<file path="src/design/gpv_pkg.sv">
package gpv_pkg;

  localparam logic [7:0] ChPipe  = 8'h7C;
  localparam logic [7:0] ChStar  = 8'h2A;
  localparam logic [7:0] ChSlash = 8'h2F;
  localparam logic [7:0] ChOpen  = 8'h5B;
  localparam logic [7:0] ChClose = 8'h5D;
  localparam logic [7:0] ChCaret = 8'h5E;
  localparam logic [7:0] ChBang  = 8'h21;
  localparam logic [7:0] ChDash  = 8'h2D;

  typedef enum logic [1:0] {
    MODE_OUT,
    MODE_OPEN,
    MODE_NEG,
    MODE_BODY
  } mode_t;

  typedef enum logic [2:0] {
    ERR_NONE,
    ERR_PIPE,
    ERR_TRIPLE_STAR,
    ERR_DOUBLE_STAR,
    ERR_EMPTY_CLASS,
    ERR_EMPTY_NEGATED,
    ERR_REVERSED_RANGE,
    ERR_UNCLOSED
  } err_t;

  typedef struct packed {
    logic [7:0] pattern_byte;
    logic       is_last;
  } in_word_t;

  typedef struct packed {
    logic       pattern_valid;
    logic [2:0] error_code;
  } out_word_t;

  typedef struct packed {
    mode_t      mode;
    logic [1:0] skip;
    err_t       err;
  } scan_t;

  typedef struct packed {
    logic [7:0] look0;
    logic [7:0] look1;
    logic [1:0] look_count;
    scan_t      scan;
    logic [1:0] star_run;
    logic       pipe_seen;
    logic       triple_seen;
  } state_t;

  function automatic scan_t class_byte(scan_t s, logic [7:0] c0, logic h1, logic [7:0] c1,
                                       logic h2, logic [7:0] c2);
    scan_t r;
    r = s;
    r.mode = MODE_BODY;
    if (c0 == ChClose) begin
      r.mode = MODE_OUT;
    end else if (h1 && c1 == ChDash && h2 && c2 != ChClose) begin
      if ($signed(c0) > $signed(c2)) begin
        r.err = ERR_REVERSED_RANGE;
      end else begin
        r.skip = 2'd2;
      end
    end
    return r;
  endfunction

  function automatic scan_t scan_pos(scan_t s, logic [7:0] c0, logic h1, logic [7:0] c1,
                                     logic h2, logic [7:0] c2);
    scan_t r;
    r = s;
    if (s.skip != 2'd0) begin
      r.skip = s.skip - 2'd1;
    end else if (s.err == ERR_NONE) begin
      case (s.mode)
        MODE_OUT: begin
          if (c0 == ChStar && h1 && c1 == ChStar) begin
            if (h2 && c2 != ChSlash) begin
              r.err = ERR_DOUBLE_STAR;
            end else begin
              r.skip = h2 ? 2'd2 : 2'd1;
            end
          end else if (c0 == ChOpen) begin
            r.mode = MODE_OPEN;
          end
        end
        MODE_OPEN: begin
          if (c0 == ChClose) begin
            r.err = ERR_EMPTY_CLASS;
          end else if (c0 == ChCaret || c0 == ChBang) begin
            r.mode = MODE_NEG;
          end else begin
            r = class_byte(s, c0, h1, c1, h2, c2);
          end
        end
        MODE_NEG: begin
          if (c0 == ChClose) begin
            r.err = ERR_EMPTY_NEGATED;
          end else begin
            r = class_byte(s, c0, h1, c1, h2, c2);
          end
        end
        default: begin
          r = class_byte(s, c0, h1, c1, h2, c2);
        end
      endcase
    end
    return r;
  endfunction

endpackage

</file>
<file path="src/design/gpv_step.sv">
module gpv_step (
  input  gpv_pkg::state_t    state,
  input  gpv_pkg::in_word_t  word,
  output gpv_pkg::state_t    state_next,
  output gpv_pkg::out_word_t result
);
  import gpv_pkg::*;

  logic [1:0] n;
  logic [1:0] run_inc;
  logic [7:0] b;
  logic [7:0] buf0;
  logic [7:0] buf1;
  logic [1:0] m;
  logic       pipe_now;
  logic       triple_now;
  scan_t      s1;
  scan_t      s2;
  scan_t      s3;
  err_t       code;
  state_t     cont;

  assign b = word.pattern_byte;
  assign n = (state.look_count > 2'd2) ? 2'd2 : state.look_count;
  assign run_inc = (state.star_run == 2'd3) ? 2'd3 : state.star_run + 2'd1;
  assign pipe_now = state.pipe_seen || (b == ChPipe);
  assign triple_now = state.triple_seen || (b == ChStar && run_inc == 2'd3);

  always_comb begin
    s1 = state.scan;
    buf0 = state.look0;
    buf1 = state.look1;
    m = n + 2'd1;
    case (n)
      2'd0: begin
        buf0 = b;
      end
      2'd1: begin
        buf1 = b;
      end
      default: begin
        s1 = scan_pos(state.scan, state.look0, 1'b1, state.look1, 1'b1, b);
        buf0 = state.look1;
        buf1 = b;
        m = 2'd2;
      end
    endcase
  end

  always_comb begin
    s2 = scan_pos(s1, buf0, m == 2'd2, (m == 2'd2) ? buf1 : 8'h00, 1'b0, 8'h00);
    s3 = (m == 2'd2) ? scan_pos(s2, buf1, 1'b0, 8'h00, 1'b0, 8'h00) : s2;
    if (pipe_now) begin
      code = ERR_PIPE;
    end else if (triple_now) begin
      code = ERR_TRIPLE_STAR;
    end else if (s3.err != ERR_NONE) begin
      code = s3.err;
    end else if (s3.mode != MODE_OUT) begin
      code = ERR_UNCLOSED;
    end else begin
      code = ERR_NONE;
    end
  end

  always_comb begin
    cont.look0 = buf0;
    cont.look1 = buf1;
    cont.look_count = m;
    cont.scan = s1;
    cont.star_run = (b == ChStar) ? run_inc : 2'd0;
    cont.pipe_seen = pipe_now;
    cont.triple_seen = triple_now;
  end

  assign state_next = word.is_last ? '0 : cont;
  assign result.pattern_valid = (code == ERR_NONE);
  assign result.error_code = code;

endmodule

</file>
<file path="src/design/gpv_out_reg.sv">
module gpv_out_reg (
  input  logic               clk,
  input  logic               rst,
  input  logic               load,
  input  gpv_pkg::out_word_t load_word,
  output logic               free,
  output logic               result_valid,
  input  logic               result_ready,
  output gpv_pkg::out_word_t result_word
);
  import gpv_pkg::*;

  assign free = !result_valid || result_ready;

  always_ff @(posedge clk) begin
    if (rst) begin
      result_valid <= 1'b0;
    end else if (load) begin
      result_valid <= 1'b1;
    end else if (result_ready) begin
      result_valid <= 1'b0;
    end
    if (load) begin
      result_word <= load_word;
    end
  end

endmodule

</file>
<file path="src/design/glob_pattern_validator_top.sv">
// A last byte's result passes from the input register into the output register.
// Throughput: one pattern byte per cycle; a result waiting in the output register
// stalls only a following last byte, set by the single output register.
// Reset: synchronous, active high; clears the scan state, the input valid flag and
// the output valid flag; the first byte after reset starts a new pattern.
module glob_pattern_validator_top (
  input  logic               clk,
  input  logic               rst,
  input  logic               byte_valid,
  output logic               byte_ready,
  input  gpv_pkg::in_word_t  byte_word,
  output logic               result_valid,
  input  logic               result_ready,
  output gpv_pkg::out_word_t result_word
);
  import gpv_pkg::*;

  logic      hold_valid;
  in_word_t  hold_word;
  state_t    state;
  state_t    state_next;
  out_word_t step_result;
  logic      out_free;
  logic      fire;

  assign fire = hold_valid && (!hold_word.is_last || out_free);
  assign byte_ready = !hold_valid || fire;

  gpv_step u_step (
    .state      (state),
    .word       (hold_word),
    .state_next (state_next),
    .result     (step_result)
  );

  gpv_out_reg u_out (
    .clk          (clk),
    .rst          (rst),
    .load         (fire && hold_word.is_last),
    .load_word    (step_result),
    .free         (out_free),
    .result_valid (result_valid),
    .result_ready (result_ready),
    .result_word  (result_word)
  );

  always_ff @(posedge clk) begin
    if (rst) begin
      hold_valid <= 1'b0;
      state <= '0;
    end else begin
      if (byte_valid && byte_ready) begin
        hold_valid <= 1'b1;
      end else if (fire) begin
        hold_valid <= 1'b0;
      end
      if (fire) begin
        state <= state_next;
      end
    end
    if (byte_valid && byte_ready) begin
      hold_word <= byte_word;
    end
  end

endmodule

</file>
<file path="config.mk">
export PLATFORM = sky130hd
export DESIGN_NAME = glob_pattern_validator_top
export DESIGN_NICKNAME = d
export VERILOG_FILES = /design/src/design/gpv_pkg.sv /design/src/design/gpv_step.sv /design/src/design/gpv_out_reg.sv /design/src/design/glob_pattern_validator_top.sv
export SDC_FILE = /design/constraint.sdc
export NUM_CORES = 1
export LEC_CHECK = 0
export BUFFER_PORTS_ARGS = -buffer_cell sky130_fd_sc_hd__clkbuf_2
export CORE_AREA = 4 4 94 96
export DETAILED_ROUTE_END_ITERATION = 10
export DIE_AREA = 0 0 98 100
export GPL_TIMING_DRIVEN = 0
export HOLD_SLACK_MARGIN = 0.1
export PLACE_DENSITY_LB_ADDON = 0.08
export SLEW_MARGIN = 10
export SYNTH_ARGS = -nofsm -noshare
export SYNTH_HDL_FRONTEND = slang
export SYNTH_SLANG_ARGS = --single-unit
</file>
<file path="constraint.sdc">
create_clock -name clk -period 4.97 [get_ports clk]
set_input_delay 0.7455 -clock clk [delete_from_list [all_inputs] [get_ports clk]]
set_output_delay 0.7455 -clock clk [all_outputs]
set_load 0.02 [all_outputs]
</file>
======== Word level (Yosys, flattened, before mapping) ========
Cells that the tools add are included.
word-level totals
  bits in registers ....................... 44
  bits of input ports ..................... 13
  logic and storage cells ................. 155
cells by class
  add/subtract/negate cells ............... 5
  order comparisons ....................... 2
  eq/ne operators ......................... 31
  multiplexer cells ....................... 67
  reduce and logical (&&, ||, !) cells .... 35
operators by type and width
  kind                                                                   count
  8-bit by 7-bit equality test with 1-bit output, second input constant  10
  8-bit by 6-bit equality test with 1-bit output, second input constant  9
  3-bit two-way mux                                                      15
  2-bit two-way mux                                                      21
  7-bit two-way mux                                                      5
  29-bit two-way mux                                                     1
  4-bit two-way mux                                                      6
  7-bit case mux with 3 select lines                                     1
  5-bit two-way mux                                                      4
  8-bit two-way mux                                                      2
  8-bit case mux with 2 select lines                                     1
  2-bit equality test, second input constant                             6
  3-bit logical NOT                                                      4
  4-bit case mux with 3 select lines                                     1
  2-bit nonzero test                                                     6
  5-bit case mux with 2 select lines                                     1
  2-bit by 1-bit equality test with 1-bit output, second input constant  4
  8-bit > comparator                                                     1
  1-bit logical AND                                                      8
  2-bit logical NOT                                                      4
  1-bit logical OR                                                       8
  8-bit by 6-bit != test with 1-bit output, second input constant        1
  8-bit by 7-bit != test with 1-bit output, second input constant        1
  1-bit two-way mux                                                      7
  8 further kinds                                                        13

======== Longest topological paths before layout ========
  depth in word-level cells ............... 25
  depth in mapped cells ................... 21
  mapped depth without buffers ............ 19

======== Cells and area by module ========
A second synthesis with hierarchy kept.
second synthesis, totals
  cell total of the unflattened synthesis .. 447
  area, all modules ....................... 3666.0 um^2
by module, submodules not included
  module                      instances  cells an instance  area an instance (um^2)  sequential area each (um^2)
  gpv_step                    1          297                1871.8                   0.0
  glob_pattern_validator_top  1          142                1627.8                   870.8
  gpv_out_reg                 1          8                  166.4                    140.1

======== Worst setup path after synthesis ========
No wires, ideal clock.
  path kind ............................... flip-flop to flip-flop
  from .................................... register, netlist name state[12]
  to ...................................... register, netlist name u_out.result_word[3]
  library setup time ...................... 255 ps
  arrival ................................. 4552 ps
  required time ........................... 4715 ps
  setup slack ............................. 163 ps
  cell stages (with the launch flop) ...... 22
  clock period less this slack ............ 4807 ps
  cells stage by stage .................... dfxtp_1 clkbuf_1 clkbuf_1 nand2b_1 nor3_1 nand2_1 mux2i_1 inv_1 ha_1 a31o_2 o21ai_0 a211oi_1 a21o_1 inv_1 ha_1 nand2_1 or4_1 o22a_1 or4_4 o211ai_2 o21ai_1 and3b_1

==> impl_metrics.py <==
metrics = {
    "synth": {
        "synthXorXnorAreaFrac_pct": 0,
        "syn_area_per_cell_um2": 8.38,
        "ys_seq_area_share_pct": 33.9,
        "synth_top_area_cell": "dfxtp_1",
        "synth_edf_count": 13,
        "async_reset_ff_share_pct": 0,
        "netlist_top_cells_area": "dfxtp_1 (21%), edfxtp_1 (13%), ha_1 (6.7%), nor2_1 (5.7%), a22oi_1 (3.8%)",
        "synth_top_family_by_area": "simple AND/OR/NAND/NOR gates",
        "synth_cell_types": 62,
        "synth_fa_ha_area_share_pct": 6.71,
        "syn_nets": 385,
        "syn_inst": 356,
        "synth_compound_area_share_pct": 22.2,
        "synth_mux_area_share_pct": 4.53,
        "yosys_register_bits": 44,
        "ys.warnings.count": 0,
        "synth_top_area_share_pct": 20.8,
        "synthSimpleGateAreaFrac_pct": 28.3,
        "synth_flop_cell": "dfxtp_1",
        "syn-cell-area_um2": 2980,
    },
    "clocking": {
        "clock_latency_ns": 0.31,
        "cts_sinks": 44,
        "cts_max_path_buffers": 2,
        "root_buffer": "clkbuf_8",
        "h-tree-depth": 2,
        "clkTransAtPathRegs_ns": 0.10,
        "postCtsHoldBufs": 0,
        "cts_buffers": 5,
        "cts_tree": "yes",
    },
    "timing": {
        "fmax_mhz": 209,
        "finalCritPeriodShare_pct": 96.5,
        "min_period_ns": 4.80,
        "hold_violations": 0,
        "setup_ws_ns": 0.175,
        "worst_clock_skew_ns": 0.0156,
        "fin_hold_ws_ns": 0.519,
        "tightest_slew_ns": 0.903,
        "drv_slew": 0,
        "setup_viol": 0,
        "rsz0062_at_grt": "no",
        "setup_tns_ns": 0,
        "slew_headroom_pct": 39.5,
    },
    "worst_setup_path": {
        "worstReg2RegStart": "state[28]$_SDFFE_PP0P_",
        "crit_path_end_kind": "register",
        "startpoint": "state[28]$_SDFFE_PP0P_",
        "cp_max_fo": 5,
        "cp.required_ns": 5.05,
        "crit_type": "register to register",
        "start_kind": "register",
        "critPathArrivalTime_ns": 4.88,
    },
    "global_route": {
        "antenna_found_initial": 0,
        "use_met3_pct": 2.71,
        "grt_pass1_vias": 2785,
        "grt_start_max_net_pins": 15,
        "track_usage_pct": 18.6,
        "grt_pass1_wl_mm": 14.5,
        "gr-usage-met1_pct": 24.9,
        "grt_overflow": 0,
        "grt-busiest-layer": "met2",
        "grt_use_met2_pct": 30.3,
    },
    "pwr": {
        "power.share.clock_pct": 37.7,
        "p_sw_share_pct": 26.9,
        "power_density_nw_per_um2": 218,
        "p_switching_mw": 0.205,
        "p_leak_nw": 1.22,
        "p_comb_share_pct": 11.1,
        "power.internal_mw": 0.557,
        "peakVddDrop_mv": 0.124,
        "seqPwrFrac_pct": 51.2,
    },
    "route": {
        "dr.pass1.iters": 5,
        "ant_nets": 0,
        "drc": 0,
        "drt_iter0_drc": 181,
        "wl_mm": 9.00,
        "routed_via_density": 5.80,
        "wire_per_inst_um": 18.3,
        "routed-via-count": 2858,
    },
    "die": {
        "die_y_um": 100,
        "row_count": 33,
        "dieArea_um2": 9800,
        "start_util_pct": 37.1,
        "ioPinCount": 19,
        "core_area_um2": 8050,
        "die_w_um": 98,
    },
    "outcome": {
        "outcome": "finished clean",
    },
    "hold_path": {
        "min_path_type": "register to register",
        "worstHoldStart": "state[3]$_SDFFE_PP0P_",
    },
    "flow_run": {
        "maxCapViolations": 0,
    },
    "place": {
        "place_congestion": 0.828,
        "dp_hpwl_mm": 6.62,
        "portBuffers": 17,
        "dpl_worst_slack_ns": -0.667,
        "dp_cells": 478,
    },
    "layout": {
        "n_antenna_cell": 0,
        "final_cells": 493,
        "drive_above_1_share_pct": 18.0,
        "nNetsFinal": 416,
        "syn2layout_area_growth_pct": 17.2,
    },
}
[cells in the mapped netlist, types with 3 or more instances]
master / instances
nor2_1: 45
dfxtp_1: 31
inv_1: 21
nor3_1: 21
a21oi_1: 18
o21ai_0: 17
ha_1: 16
a22oi_1: 15
nand2_1: 15
edfxtp_1: 13
clkbuf_1: 12
mux2i_1: 9
a31oi_1: 8
nand3_1: 8
nor4_1: 8
nand4_1: 7
nor2b_1: 7
nand2b_1: 6
a211oi_1: 5
or2_2: 5
mux2_2: 4
o21a_1: 4
a311oi_1: 3
and2_1: 3
nand4b_1: 3
nor3b_1: 3
or3_1: 3
[kinds of logic after synthesis]
group	after synthesis
AND/OR/NAND/NOR	153
flip-flops	44
AO/OA/AOI/OAI	95
adder cells (fa/ha/maj)	16
multiplexers	13
buffers and inverters	35
[cell type report]
class | instances | area, um^2
tap | 105 | 131
buffer | 12 | 47.5
clock inverter | 3 | 42.5
inverter | 21 | 78.8
multi-input combinational | 277 | 1960
fill | 840 | 4550
clock buffer | 5 | 68.8
timing repair buffer | 26 | 153
sequential | 44 | 1010
[per-stage QoR]
step                      cell area, um^2  util, %  total power [mW]
after floorplan                      2980        -             0.448
after global placement               3200     39.8             0.477
after detailed placement             3200     39.8             0.477
after CTS                            3370     41.9             0.766
after global routing                 3500     43.4             0.795
final                                3500     43.4             0.762
[path summary, 6_finish.rpt]
| path | endpoint | slack (ns) | depth (start not counted) |
|---|---|---|---|
| setup / recovery | u_out.result_word[3]$_DFFE_PP_ | 0.17 | 16 |
| hold / removal | state[3]$_SDFFE_PP0P_ | 0.52 | 2 |
| setup reg to reg | u_out.result_word[3]$_DFFE_PP_ | 0.17 | 16 |
| hold reg to reg | state[3]$_SDFFE_PP0P_ | 0.52 | 2 |
[routing by layer]
layer	vias to the layer above	wire [um]
met5	-	0
met4	0	185
met3	13	336
li1	1404	-
met2	58	4260
met1	1383	4220
[cell usage in the layout (no fill, tap or decap), drive strengths merged, types with 13 or more instances in the layout]
master / n
nor3: 22
nand2: 15
nor2: 45
clkbuf: 31
o21ai: 20
a21oi: 18
dfxtp: 31
a22oi: 15
inv: 21
edfxtp: 13
ha: 16
[timing repair]
item	CTS	global route
pin swaps	1	4
endpoints found under the setup margin	4	4
resized for setup	12	17
buffers inserted	3	6
cloned	0	0
[state kept, by name, indices dropped and copies added (netlist names)]
name,cells
hold_word,9
u_out.result_word,4
u_out.result_valid,1
hold_valid,1
state,29
[critical path, cell delays in order (launching register included)]
cell,delay [ns]
dfxtp_1,0.36
or4b_4,0.58
or4b_4,0.55
a31oi_4,0.19
nor3_2,0.10
a21oi_2,0.28
nand2_1,0.20
o31ai_4,0.29
o21a_1,0.22
inv_1,0.08
ha_1,0.21
or4_1,0.53
o22a_1,0.20
or4_4,0.41
o211ai_2,0.11
o21ai_1,0.08
and3b_1,0.18
[power by group through the flow]
stage,registers [mW],clock network (mW),logic (mW)
after global routing,0.391,0.310,0.0933
after floorplan,0.395,0,0.0530
after detailed placement,0.399,0,0.0787
after CTS,0.391,0.294,0.0815
final,0.390,0.287,0.0845
after global placement,0.399,0,0.0780
No activity file was read; power rests on OpenSTA's default activity.
